File: config.mk
export PLATFORM = sky130hd
export DESIGN_NAME = rectified_average_level_meter
export DESIGN_NICKNAME = d
export VERILOG_FILES = /design/src/design/ralm_pkg.sv /design/src/design/rectified_average_level_meter.sv
export SDC_FILE = /design/constraint.sdc
export NUM_CORES = 2
export LEC_CHECK = 0
export ABC_AREA = 0
export BUFFER_PORTS_ARGS = -buffer_cell sky130_fd_sc_hd__buf_2
export CORE_ASPECT_RATIO = 0.9
export CORE_MARGIN = 3
export CORE_UTILIZATION = 50
export CTS_CLUSTER_SIZE = 40
export DETAILED_ROUTE_END_ITERATION = 7
export PLACE_DENSITY = 0.65
export SETUP_SLACK_MARGIN = 0.05
export SYNTH_ARGS = -nofsm -noshare
export SYNTH_HDL_FRONTEND = slang
export SYNTH_SLANG_ARGS = --single-unit
File: constraint.sdc
create_clock -name clk_i -period 10.9 [get_ports clk_i]
set_input_delay 2.725 -clock clk_i [delete_from_list [all_inputs] [get_ports clk_i]]
set_output_delay 2.725 -clock clk_i [all_outputs]
set_load 0.005 [all_outputs]
File: src/design/ralm_pkg.sv
// Shared types and constants of the rectified average level meter.
// Holds field widths, full-scale codes, level limits and register indexes.
// Depends on nothing; the top level takes names from it by scope.
`timescale 1ns / 1ps

package ralm_pkg;

  // Field and state widths.
  localparam int CHANNEL_W   = 3;
  localparam int LEVEL_W     = 14;
  localparam int OFFSET_W    = 12;
  localparam int SPP_W       = 14;
  localparam int SUM_W       = 27;
  localparam int COUNT_W     = 15;
  localparam int CFG_INDEX_W = 3;
  localparam int CFG_DATA_W  = 14;

  // Full-scale ADC codes of the two channel kinds.
  localparam logic [OFFSET_W-1:0] VOLT_FULL_CODE = 12'd4090;
  localparam logic [OFFSET_W-1:0] CURR_FULL_CODE = 12'd3797;

  // Peak values and saturation limits in milli-units.
  localparam logic [LEVEL_W-1:0] VOLT_PEAK_MILLI = 14'd10000;
  localparam logic [LEVEL_W-1:0] CURR_PEAK_MILLI = 14'd5000;
  localparam logic [LEVEL_W-1:0] VOLT_SAT_MILLI  = 14'd9990;
  localparam logic [LEVEL_W-1:0] CURR_SAT_MILLI  = 14'd5000;

  // Limits of the accumulators.
  localparam logic [SUM_W-1:0]   SUM_MAX   = '1;
  localparam logic [COUNT_W-1:0] COUNT_MAX = '1;

  // Register reset values.
  localparam logic [OFFSET_W-1:0] OFFSET_VOLT_RESET = 12'd2355;
  localparam logic [OFFSET_W-1:0] OFFSET_CURR_RESET = 12'd2837;
  localparam logic [SPP_W-1:0]    SPP_RESET         = 14'd333;

  // Configuration register indexes.
  typedef enum logic [CFG_INDEX_W-1:0] {
    REG_OFFSET_VOLT_A      = 3'd0,
    REG_OFFSET_VOLT_B      = 3'd1,
    REG_OFFSET_VOLT_C      = 3'd2,
    REG_OFFSET_VOLT_D      = 3'd3,
    REG_OFFSET_CURRENT     = 3'd4,
    REG_SAMPLES_PER_PERIOD = 3'd5
  } cfg_reg_e;

  // One entry of the per-channel accumulator memory.
  typedef struct packed {
    logic [SUM_W-1:0]   sum;
    logic [COUNT_W-1:0] count;
  } entry_t;

endpackage

File: src/design/rectified_average_level_meter.sv
// Rectified average level meter: per-channel deviation accumulator and divider.
// Depends on ralm_pkg for widths, constants, register indexes and the entry type.
//
//   Channel  Direction  Handshake                 Payload
//   in       sink       in_valid_i / in_ready_o   channel_i, sample_i
//   out      source     out_valid_o / out_ready_i out_channel_o, level_milli_o
//   cfg      sink       cfg_valid_i / cfg_ready_o cfg_index_i, cfg_data_i
//
// A sample that does not close its window first reads the channel's entry from the
// accumulator memory and then updates it and writes it back.
// A request on an unknown channel is taken and leaves no trace.
// A sample that closes its window then runs the multiplies, the saturation check,
// the restoring divider and the output state; when the level saturates or the band
// is empty the divider is skipped.
// Reset clears the entry valid bits at once, so no clearing pass is needed.
// The output register lets the next request in while a result waits; the
// block stalls in its output cycle only when a second result finds it full.
`timescale 1ns / 1ps

module rectified_average_level_meter #(
  parameter int PERIODS_PER_WINDOW = 3,
  parameter int VOLT_CHANNELS      = 4,
  parameter int SAMPLE_BITS        = 12
) (
  input  logic                              clk_i,
  input  logic                              rst_ni,
  // Sample channel.
  input  logic                              in_valid_i,
  output logic                              in_ready_o,
  input  logic [ralm_pkg::CHANNEL_W-1:0]    channel_i,
  input  logic [SAMPLE_BITS-1:0]            sample_i,
  // Result channel.
  output logic                              out_valid_o,
  input  logic                              out_ready_i,
  output logic [ralm_pkg::CHANNEL_W-1:0]    out_channel_o,
  output logic [ralm_pkg::LEVEL_W-1:0]      level_milli_o,
  // Configuration write channel.
  input  logic                              cfg_valid_i,
  output logic                              cfg_ready_o,
  input  logic [ralm_pkg::CFG_INDEX_W-1:0]  cfg_index_i,
  input  logic [ralm_pkg::CFG_DATA_W-1:0]   cfg_data_i
);

  localparam int NUM_CH   = VOLT_CHANNELS + 1;
  localparam int AW       = (NUM_CH > 1) ? $clog2(NUM_CH) : 1;
  localparam int XW       = (SAMPLE_BITS > ralm_pkg::OFFSET_W) ? SAMPLE_BITS
                                                              : ralm_pkg::OFFSET_W;
  localparam int WIN_W    = ralm_pkg::SPP_W + $clog2(PERIODS_PER_WINDOW + 1);
  localparam int NUM_W    = ralm_pkg::SUM_W + ralm_pkg::LEVEL_W;
  localparam int DEN_W    = ralm_pkg::OFFSET_W + ralm_pkg::COUNT_W;
  localparam int DIV_CW   = $clog2(ralm_pkg::LEVEL_W);
  localparam logic [ralm_pkg::CHANNEL_W:0] CURR_CH =
    (ralm_pkg::CHANNEL_W + 1)'(VOLT_CHANNELS);
  localparam logic [WIN_W-1:0] PERIODS_L = WIN_W'(PERIODS_PER_WINDOW);

  // State codes.
  localparam logic [2:0] S_IDLE = 3'd0;
  localparam logic [2:0] S_UPD  = 3'd1;
  localparam logic [2:0] S_MNUM = 3'd2;
  localparam logic [2:0] S_MDEN = 3'd3;
  localparam logic [2:0] S_MSAT = 3'd4;
  localparam logic [2:0] S_CHK  = 3'd5;
  localparam logic [2:0] S_DIV  = 3'd6;
  localparam logic [2:0] S_OUT  = 3'd7;

  logic [2:0] state_q, state_d;

  // Configuration registers.
  logic [ralm_pkg::OFFSET_W-1:0] off_volt_q [4];
  logic [ralm_pkg::OFFSET_W-1:0] off_curr_q;
  logic [ralm_pkg::SPP_W-1:0]    spp_q;

  // Request registers.
  logic [ralm_pkg::CHANNEL_W-1:0] ch_q;
  logic [SAMPLE_BITS-1:0]         smp_q;

  // Accumulator memory, its read register and the entry valid bits.
  ralm_pkg::entry_t mem_q [NUM_CH];
  ralm_pkg::entry_t rd_q;
  logic [NUM_CH-1:0] vld_q;

  // Window-end operands and divider state.
  logic [ralm_pkg::SUM_W-1:0]    sum_q;
  logic [ralm_pkg::COUNT_W-1:0]  cnt_q;
  logic [ralm_pkg::OFFSET_W-1:0] range_q;
  logic                          rpos_q;
  logic                          curr_q;
  logic [NUM_W-1:0]              num_q;
  logic [DEN_W-1:0]              den_q;
  logic [NUM_W-1:0]              satden_q;
  logic [NUM_W-1:0]              rem_q;
  logic [NUM_W-1:0]              dsh_q;
  logic [ralm_pkg::LEVEL_W-1:0]  quo_q;
  logic [DIV_CW-1:0]             div_cnt_q;
  logic [ralm_pkg::LEVEL_W-1:0]  level_q;

  // Output register.
  logic                           out_valid_q;
  logic [ralm_pkg::CHANNEL_W-1:0] out_channel_q;
  logic [ralm_pkg::LEVEL_W-1:0]   out_level_q;

  logic in_acc, ch_ok, out_free;
  logic [AW-1:0] in_addr, ch_addr;

  assign in_ready_o    = (state_q == S_IDLE);
  assign cfg_ready_o   = 1'b1;
  assign out_valid_o   = out_valid_q;
  assign out_channel_o = out_channel_q;
  assign level_milli_o = out_level_q;

  assign ch_ok    = ({1'b0, channel_i} <= CURR_CH);
  assign in_acc   = in_valid_i && in_ready_o;
  assign in_addr  = AW'(channel_i);
  assign ch_addr  = AW'(ch_q);
  assign out_free = !out_valid_q || out_ready_i;

  // Configuration writes; indexes past the list are ignored.
  always_ff @(posedge clk_i or negedge rst_ni) begin
    if (!rst_ni) begin
      for (int i = 0; i < 4; i++) begin
        off_volt_q[i] <= ralm_pkg::OFFSET_VOLT_RESET;
      end
      off_curr_q <= ralm_pkg::OFFSET_CURR_RESET;
      spp_q      <= ralm_pkg::SPP_RESET;
    end else if (cfg_valid_i) begin
      case (ralm_pkg::cfg_reg_e'(cfg_index_i))
        ralm_pkg::REG_OFFSET_VOLT_A: off_volt_q[0] <= cfg_data_i[ralm_pkg::OFFSET_W-1:0];
        ralm_pkg::REG_OFFSET_VOLT_B: off_volt_q[1] <= cfg_data_i[ralm_pkg::OFFSET_W-1:0];
        ralm_pkg::REG_OFFSET_VOLT_C: off_volt_q[2] <= cfg_data_i[ralm_pkg::OFFSET_W-1:0];
        ralm_pkg::REG_OFFSET_VOLT_D: off_volt_q[3] <= cfg_data_i[ralm_pkg::OFFSET_W-1:0];
        ralm_pkg::REG_OFFSET_CURRENT: off_curr_q <= cfg_data_i[ralm_pkg::OFFSET_W-1:0];
        ralm_pkg::REG_SAMPLES_PER_PERIOD: spp_q <= cfg_data_i;
        default: ;
      endcase
    end
  end

  // Offset, range and clamped deviation of the held sample.
  logic                          is_curr;
  logic [ralm_pkg::OFFSET_W-1:0] off_sel, full_sel, range_sel;
  logic                          rpos;
  logic [XW-1:0]                 smp_x, off_x, absd;
  logic [ralm_pkg::OFFSET_W-1:0] dev;

  always_comb begin
    is_curr = ({1'b0, ch_q} == CURR_CH);
    if (is_curr) begin
      off_sel  = off_curr_q;
      full_sel = ralm_pkg::CURR_FULL_CODE;
    end else begin
      off_sel  = (ch_q < 3'd4) ? off_volt_q[ch_q[1:0]] : off_volt_q[3];
      full_sel = ralm_pkg::VOLT_FULL_CODE;
    end
    rpos      = (off_sel < full_sel);
    range_sel = full_sel - off_sel;
    smp_x     = XW'(smp_q);
    off_x     = XW'(off_sel);
    absd      = (smp_x >= off_x) ? (smp_x - off_x) : (off_x - smp_x);
    // The deviation never exceeds the range: that is the clamp to the band.
    if (!rpos) begin
      dev = '0;
    end else if (absd > XW'(range_sel)) begin
      dev = range_sel;
    end else begin
      dev = absd[ralm_pkg::OFFSET_W-1:0];
    end
  end

  // Updated entry and window check.
  ralm_pkg::entry_t          cur;
  logic [ralm_pkg::SUM_W:0]  sum_wide;
  logic [ralm_pkg::SUM_W-1:0]   sum_new;
  logic [ralm_pkg::COUNT_W-1:0] cnt_new;
  logic [WIN_W-1:0]          win_full, win;
  logic                      done;

  always_comb begin
    cur      = vld_q[ch_addr] ? rd_q : '0;
    sum_wide = {1'b0, cur.sum} + (ralm_pkg::SUM_W + 1)'(dev);
    sum_new  = sum_wide[ralm_pkg::SUM_W] ? ralm_pkg::SUM_MAX
                                         : sum_wide[ralm_pkg::SUM_W-1:0];
    cnt_new  = (cur.count < ralm_pkg::COUNT_MAX) ? cur.count + 1'b1 : cur.count;
    win_full = WIN_W'(spp_q) * PERIODS_L;
    win      = (win_full > WIN_W'(ralm_pkg::COUNT_MAX)) ? WIN_W'(ralm_pkg::COUNT_MAX)
                                                        : win_full;
    done     = (WIN_W'(cnt_new) >= win);
  end

  // Accumulator memory: read at request, write back in the update cycle.
  always_ff @(posedge clk_i) begin
    if (in_acc && ch_ok) begin
      rd_q <= mem_q[in_addr];
    end
    if (state_q == S_UPD) begin
      mem_q[ch_addr] <= done ? '0 : ralm_pkg::entry_t'{sum: sum_new, count: cnt_new};
    end
  end

  // Entry valid bits; an entry not yet written reads as zero.
  always_ff @(posedge clk_i or negedge rst_ni) begin
    if (!rst_ni) begin
      vld_q <= '0;
    end else if (state_q == S_UPD) begin
      vld_q[ch_addr] <= 1'b1;
    end
  end

  // Sequencer.
  always_comb begin
    state_d = state_q;
    case (state_q)
      S_IDLE: if (in_acc && ch_ok) state_d = S_UPD;
      S_UPD:  state_d = done ? S_MNUM : S_IDLE;
      S_MNUM: state_d = S_MDEN;
      S_MDEN: state_d = S_MSAT;
      S_MSAT: state_d = S_CHK;
      S_CHK: begin
        if (!rpos_q || (num_q >= satden_q)) begin
          state_d = S_OUT;
        end else begin
          state_d = S_DIV;
        end
      end
      S_DIV:  if (div_cnt_q == '0) state_d = S_OUT;
      S_OUT:  if (out_free) state_d = S_IDLE;
      default: state_d = S_IDLE;
    endcase
  end

  always_ff @(posedge clk_i or negedge rst_ni) begin
    if (!rst_ni) begin
      state_q <= S_IDLE;
    end else begin
      state_q <= state_d;
    end
  end

  // Request capture.
  always_ff @(posedge clk_i) begin
    if (in_acc) begin
      ch_q  <= channel_i;
      smp_q <= sample_i;
    end
  end

  // Window-end datapath: three multiplies, a saturation check, then a
  // restoring divider that makes one quotient bit a cycle.
  always_ff @(posedge clk_i) begin
    case (state_q)
      S_UPD: begin
        sum_q   <= sum_new;
        cnt_q   <= cnt_new;
        range_q <= range_sel;
        rpos_q  <= rpos;
        curr_q  <= is_curr;
      end
      S_MNUM: begin
        num_q <= NUM_W'(sum_q) * NUM_W'(curr_q ? ralm_pkg::CURR_PEAK_MILLI
                                               : ralm_pkg::VOLT_PEAK_MILLI);
      end
      S_MDEN: begin
        den_q <= DEN_W'(range_q) * DEN_W'(cnt_q);
      end
      S_MSAT: begin
        satden_q <= NUM_W'(den_q) * NUM_W'(curr_q ? ralm_pkg::CURR_SAT_MILLI
                                                  : ralm_pkg::VOLT_SAT_MILLI);
      end
      S_CHK: begin
        rem_q     <= num_q;
        dsh_q     <= NUM_W'(den_q) << (ralm_pkg::LEVEL_W - 1);
        quo_q     <= '0;
        div_cnt_q <= DIV_CW'(ralm_pkg::LEVEL_W - 1);
        if (!rpos_q) begin
          level_q <= '0;
        end else begin
          level_q <= curr_q ? ralm_pkg::CURR_SAT_MILLI : ralm_pkg::VOLT_SAT_MILLI;
        end
      end
      S_DIV: begin
        if (rem_q >= dsh_q) begin
          rem_q <= rem_q - dsh_q;
          quo_q <= {quo_q[ralm_pkg::LEVEL_W-2:0], 1'b1};
          if (div_cnt_q == '0) level_q <= {quo_q[ralm_pkg::LEVEL_W-2:0], 1'b1};
        end else begin
          quo_q <= {quo_q[ralm_pkg::LEVEL_W-2:0], 1'b0};
          if (div_cnt_q == '0) level_q <= {quo_q[ralm_pkg::LEVEL_W-2:0], 1'b0};
        end
        dsh_q     <= dsh_q >> 1;
        div_cnt_q <= div_cnt_q - 1'b1;
      end
      default: ;
    endcase
  end

  // Output register.
  always_ff @(posedge clk_i or negedge rst_ni) begin
    if (!rst_ni) begin
      out_valid_q <= 1'b0;
    end else begin
      if (out_valid_q && out_ready_i) out_valid_q <= 1'b0;
      if (state_q == S_OUT && out_free) out_valid_q <= 1'b1;
    end
  end

  always_ff @(posedge clk_i) begin
    if (state_q == S_OUT && out_free) begin
      out_channel_q <= ch_q;
      out_level_q   <= level_q;
    end
  end

`ifndef SYNTH
  // No result ever exceeds the voltage limit.
  a_level_max: assert property (@(posedge clk_i) disable iff (!rst_ni)
    out_valid_o |-> (level_milli_o <= ralm_pkg::VOLT_SAT_MILLI))
    else $error("level above voltage limit");

  // A current-channel result stays within the current limit.
  a_curr_max: assert property (@(posedge clk_i) disable iff (!rst_ni)
    (out_valid_o && ({1'b0, out_channel_o} == CURR_CH))
      |-> (level_milli_o <= ralm_pkg::CURR_SAT_MILLI))
    else $error("current level above its limit");

  // The divider remainder stays below twice the shifted divisor.
  a_div_rem: assert property (@(posedge clk_i) disable iff (!rst_ni)
    (state_q == S_DIV) |-> ({1'b0, rem_q} < {dsh_q, 1'b0}))
    else $error("divider remainder out of range");

  // A request on a known channel is updated in the following cycle.
  a_upd_next: assert property (@(posedge clk_i) disable iff (!rst_ni)
    (in_acc && ch_ok) |=> (state_q == S_UPD))
    else $error("accepted request not updated");
`endif

endmodule

Word level (Yosys, flattened, before mapping)
Memories as Yosys holds them, arrays and structs flattened. A register that Yosys moved wholly into a read port is not among the register bits.
Cells that the tools add are included.
{"block": "totals", "ff_bits": 393, "ramBits": 210, "input_bits": 37, "output_inout_bits": 20, "elab_cells": 135, "n_memories": 1}
{"block": "op_classes", "addsub": 7, "mul": 4, "order_cmp": 13, "eq_ne": 17, "mux": 42, "bitwise": 2, "reduce_logical": 23}
{"name": "mem_q", "words": 5, "width": 42, "read_ports": 1, "rd_ports_with_merged_regs": 1, "write_ports": 1, "line_no": "rectified_average_level_meter.sv:78", "rtl": "ralm_pkg::entry_t mem_q [NUM_CH];"}
{"op": "41-bit one-hot mux with 2 select lines", "n": 2}
{"op": "14-bit 2-to-1 mux", "n": 7}
{"op": "12-bit 2-to-1 mux", "n": 7}
{"op": "42-bit 2-to-1 mux", "n": 2}
{"op": "41-bit greater-or-equal comparator", "n": 2}
{"op": "27-bit by 14-bit multiplier with 41-bit output", "n": 2}
{"op": "41-bit 2-to-1 mux", "n": 1}
{"op": "41-bit subtractor", "n": 1}
{"op": "12-bit subtractor", "n": 3}
{"op": "27-bit by 12-bit adder with 28-bit output", "n": 1}
{"op": "14-bit one-hot mux with 2 select lines", "n": 1}
{"op": "12-bit by 15-bit multiplier with 27-bit output", "n": 1}
{"op": "27-bit 2-to-1 mux", "n": 1}
{"op": "13-bit one-hot mux with 2 select lines", "n": 1}
{"op": "12-bit binary-select mux with 2-bit select", "n": 1}
{"op": "3-bit one-hot mux with 8 select lines", "n": 1}
{"op": "3-bit == test (second input constant)", "n": 7}
{"op": "15-bit by 16-bit greater-or-equal comparator with 1-bit output", "n": 1}
{"op": "16-bit by 15-bit greater-than comparator with 1-bit output (second input constant)", "n": 1}
{"op": "14-bit by 2-bit multiplier with 16-bit output (second input constant)", "n": 1}
{"op": "16-bit 2-to-1 mux", "n": 1}
{"op": "2-bit AND reduction", "n": 8}
{"op": "15-bit by 1-bit adder with 15-bit output (second input constant)", "n": 1}
{"op": "15-bit less-than comparator (second input constant)", "n": 1}
{"op": "30 further kinds", "n": 53}

Logic depth before layout (Yosys ltp)
{"block": "depth", "ltp_word": 14, "ltp_mapped": 41, "mapped_depth_nobuf": 35}

Worst setup path before layout
No wires, ideal clock.
{"block": "synth_timing", "path_type": "reg2reg", "from": "reg ch_q (netlist bit ch_addr[2])", "to": "mem mem_q[0][41] (netlist name) (data pin)", "setup_ps": 280, "arrival_time_ps": 7835, "required_ps": 10620, "slack_ps": 2786, "path_stages_with_launch": 40, "synth_period_minus_slack_ps": 8114, "path_cell_list": "edfxtp_1 buf_2 buf_1 clkbuf_1 o21ai_0 nand2_1 o22ai_1 inv_1 ha_1 inv_1 fa_1 a21oi_1 o221ai_1 a2111oi_0 o21ai_1 buf_2 buf_2 o21ai_0 [4 not listed] a21oi_1 o21ai_0 o22ai_1 clkbuf_1 nor2_1 a211oi_1 ha_1 inv_1 fa_1 nor2b_1 o21ai_0 a21boi_0 o21ai_0 a21oi_1 o211ai_1 a2111oi_1 mux2i_1 nor2_1"}
{"block": "synth_between", "elab_chain_cells": 11, "word_cells_on_any_way": 24, "classes_between": "add/sub: 5; order compare: 6; eq/ne: 1; mux: 12"}
{"item": "start, declared", "line_no": "rectified_average_level_meter.sv:74", "rtl": "logic [ralm_pkg::CHANNEL_W-1:0] ch_q;"}
{"item": "start signal, assigned", "line_no": "rectified_average_level_meter.sv:241", "rtl": "ch_q <= channel_i;"}
{"item": "3-bit less-than comparator", "line_no": "rectified_average_level_meter.sv:151", "rtl": "off_sel = (ch_q < 3'd4) ? off_volt_q[ch_q[1:0]] : off_volt_q[3];"}
{"item": "12-bit 2-to-1 mux", "line_no": "rectified_average_level_meter.sv:151"}
{"item": "12-bit 2-to-1 mux", "line_no": "rectified_average_level_meter.sv:147", "rtl": "if (is_curr) begin"}
{"item": "12-bit subtractor or 12-bit greater-or-equal comparator (tied branches)", "line_no": "rectified_average_level_meter.sv:158", "rtl": "absd = (smp_x >= off_x) ? (smp_x - off_x) : (off_x - smp_x);"}
{"item": "12-bit 2-to-1 mux", "line_no": "rectified_average_level_meter.sv:158"}
{"item": "12-bit greater-than comparator", "line_no": "rectified_average_level_meter.sv:162", "rtl": "end else if (absd > XW'(range_sel)) begin"}
{"item": "12-bit 2-to-1 mux", "line_no": "rectified_average_level_meter.sv:162"}
{"item": "12-bit 2-to-1 mux", "line_no": "rectified_average_level_meter.sv:160", "rtl": "if (!rpos) begin"}
{"item": "27-bit by 12-bit adder with 28-bit output", "line_no": "rectified_average_level_meter.sv:179", "rtl": "sum_wide = {1'b0, cur.sum} + (ralm_pkg::SUM_W + 1)'(dev);"}
{"item": "27-bit 2-to-1 mux", "line_no": "rectified_average_level_meter.sv:180", "rtl": "sum_new = sum_wide[ralm_pkg::SUM_W] ? ralm_pkg::SUM_MAX"}
{"item": "42-bit 2-to-1 mux (*)", "line_no": "rectified_average_level_meter.sv:195", "rtl": "mem_q[ch_addr] <= done ? '0 : ralm_pkg::entry_t'{sum: sum_new, count: cnt_new};"}
{"item": "end, declared", "line_no": "rectified_average_level_meter.sv:78"}
Mark *: on every way between the ends. The rest lies on a longest branch, timed or not. The select of a mux whose other input is x is not followed.

Worst setup path in the final report
{"block": "layout_timing", "from": "reg ch_q (netlist bit ch_addr[2])", "to": "mem mem_q[1][41] (netlist name) (data pin)"}
The elaborated chain is that of the path after synthesis.

==> flow_summary_export.csv <==
group,metric,value,unit
floorplanning,initial_utilization,50.5,%
clock_network,cts_resized,0,
worst_setup_path,reg2reg_setup_slack,1310,ps
placed_design,gp_congestion,0.872,
layout,drive_gt1_share,10.3,%
route,wl,114,mm
floorplanning,die_area,105000,um2
yosys,syn-instance-count,4578,
worst_setup_path,arrival,9950,ps
global_route,grt_util_all_layers,22.5,%
yosys,yosysWarnings,0,
layout,final_common_cell,"inv_1",
route,initialDrtViolationCount,2072,
clock_network,cts_tree,"done",
clock_network,cts-htree-levels,3,
timing,clock_skew,29.2,ps
timing,rsz0062_at_grt,"no",
worst_setup_path,critical-path-slowest-cell,"edfxtp_1",
global_route,first_global_vias,33900,
timing,fin_ws,1310,ps
route,vias,32600,
floorplanning,core,100000,um2
worst_setup_path,r2r_start,"ch_addr[2]",
floorplanning,rows,110,
worst_setup_path,crit_path_end_kind,"flop",
route,wire_per_inst,18.9,um
yosys,synth_ff_type,"edfxtp_1",
timing,hold_viol,0,
clock_network,cts_setup_buffers,0,
yosys,synth_cell_types,95,
worst_setup_path,crit_top_cell,"o21ai_0",
placed_design,portBuffers,55,
timing,period_share,88.0,%
timing,period_needed,9590,ps
yosys,yosysTopAreaCellShare,33.0,%
clock_network,clock-root-buffer,"clkbuf_16",
timing,setup_viol,0,
worst_setup_path,reg2reg_to,"mem_q[1][41]",
yosys,synthTopCellsByArea,"edfxtp_1 33%, fa_1 16%, ha_1 14%",
worst_setup_path,cp-start-kind,"flop",
timing,fin_tns_setup,0,ps
global_route,grt_max_degree,101,
worst_setup_path,critPathKind,"flop to flop",
placed_design,pre_cts_ws,1370,ps
timing,tightestPinTransition,1080,ps
route,ant_nets,0,
flow_run,drv_cap,0,
clock_network,cts_hold_buf,0,
status,status,"finished clean",
timing,slew_violations,0,
layout,n_fill_cell,8641,
worst_hold_path,hold_class,"flop to flop",
route,drc_errors,0,
floorplanning,pin_count,57,
global_route,grt_pass1_wl,186,mm
yosys,netlist_area,50700,um2
timing,fmax,104,MHz
global_route,antenna_found_initial,6,
worst_setup_path,crit_required,11260,ps
route,first_pass_iters,7,
yosys,synthArstFlopShare,13.0,%
worst_setup_path,cp_slowest_stage_delay,980,ps
yosys,synth.avg_cell_area,11.1,um2
clock_network,cts.path.max_buffers,3,
yosys,synth_area_leader_cell,"edfxtp_1",
timing,holdWs,420,ps
yosys,synth_edf_count,557,
worst_setup_path,cp-startpoint,"ch_addr[2]",
floorplanning,die_x,342,um
worst_setup_path,crit_path_max_fanout,32,
placed_design,hpwl,88.7,mm
layout,syn_to_final_growth,8.54,%
route,viasPerCell,5.38,
floorplanning,die_y,308,um
worst_setup_path,crit_end,"mem_q[1][41]",
clock_network,clock-sinks,640,
layout,nNetsFinal,5654,
clock_network,cts_inserted_buffers,69,
layout,final_cell_mix,"754 x inv_1, 557 x edfxtp_1, 551 x ha_1, 402 x fa_1, 399 x nand2_1",
timing,slew-limit-headroom,28.1,%
yosys,ys_ff_latch,640,
yosys,ys_seq_area_share,37.2,%
worst_setup_path,ff2ff_path_depth,33,
global_route,overflow,0,
clock_network,clk_latency,640,ps
clock_network,cts.clk_slew.worst_paths,60,ps
-- registers in the layout, indices dropped and copies added (netlist names), 4 cells and up --
register,flops
smp_q,12
spp_q,14
rd_q,42
num_q,38
satden_q,40
sum_q,27
dsh_q,40
quo_q,13
level_q,14
off_volt_q,48
vld_q,5
rem_q,41
den_q,27
cnt_q,15
level_milli_o,14
div_cnt_q,4
range_q,12
off_curr_q,12
mem_q,210
-- worst max-delay path, delay by kind of cell, from the launching register on --
family | cells | cell delay [ps]
AOI/OAI and AO/OA | 18 | 4560
adders and majority gates | 4 | 1260
and+or+nand+nor | 4 | 1090
DFF | 1 | 980
buffers and inverters | 4 | 630
muxes | 2 | 570
xor gates and xnor gates | 1 | 170
-- through the flow --
step                      std cells  instance area [um2]  utilization (%)
after floorplan                4631                50900                -
after global placement         5937                52700             52.5
after detailed placement       5937                52700             52.5
after CTS                      6062                55000             54.9
after global routing           6062                55000             54.9
final                          6063                55000             54.9
-- final cells by class --
class,instances,area (um2),share of cell area [%]
antenna,1,2.50,0.00455
clock buffer,87,1870,3.41
clock inverter,38,478,0.868
inverter,757,2840,5.16
multi-input combinational,3107,28800,52.3
sequential,640,18800,34.2
tap,1344,1680,3.06
timing repair buffer,89,536,0.973
-- synth_stat cells, drive strengths merged (20+ instances only) --
master and instances:
mux4 42, xnor2 114, nand2 400, clkbuf 99, a21oi 186, nand2b 57
buf 28, nor2 177, nor2b 63, dfstp 35, or2 47, and2 138
ha 551, a211oi 23, mux2 118, a21o 93, o21ai 186, xor2 55
nor3 44, and3 24, o21a 20, inv 757, fa 402, dfrtp 48
nand4 25, nand3 44, edfxtp 557, o211ai 20
-- layer usage --
| layer | global-route usage (%) | share of wire, % | vias to the layer above |
|---|---|---|---|
| met5 | 0 | 0 | - |
| met4 | 4.20 | 1.7 | 0 |
| met3 | 2.51 | 3.9 | 122 |
| met2 | 38.2 | 48 | 614 |
| met1 | 31.5 | 46 | 16300 |
| li1 | - | - | 15600 |
-- worst min path at each step --
| stage | endpoint | cells after the start | from | slack (ps) |
|---|---|---|---|---|
| floorplan | level_milli_o[0] | 0 | level_q[0] | 400 |
| global placement | level_milli_o[3] | 0 | level_q[3] | 400 |
| detailed placement | level_milli_o[1] | 0 | level_q[1] | 400 |
| CTS | level_milli_o[7] | 0 | level_q[7] | 420 |
| global route | level_milli_o[5] | 0 | level_q[5] | 430 |
| finish | level_milli_o[7] | 0 | level_q[7] | 420 |
-- kinds of logic after synthesis --
| logic type | synth area share (%) |
|---|---|
| compound gates | 8.54 |
| xor+xnor | 2.92 |
| fa+ha+maj | 29.5 |
| buf+inv | 6.64 |
| flops | 37.2 |
| mux | 4.84 |
| other cells | 0.0148 |
| simple gates | 10.4 |
Power is left out: the tool's default activity adds up to more than one toggle a clock period on the data nets, which glitch-free logic cannot reach.
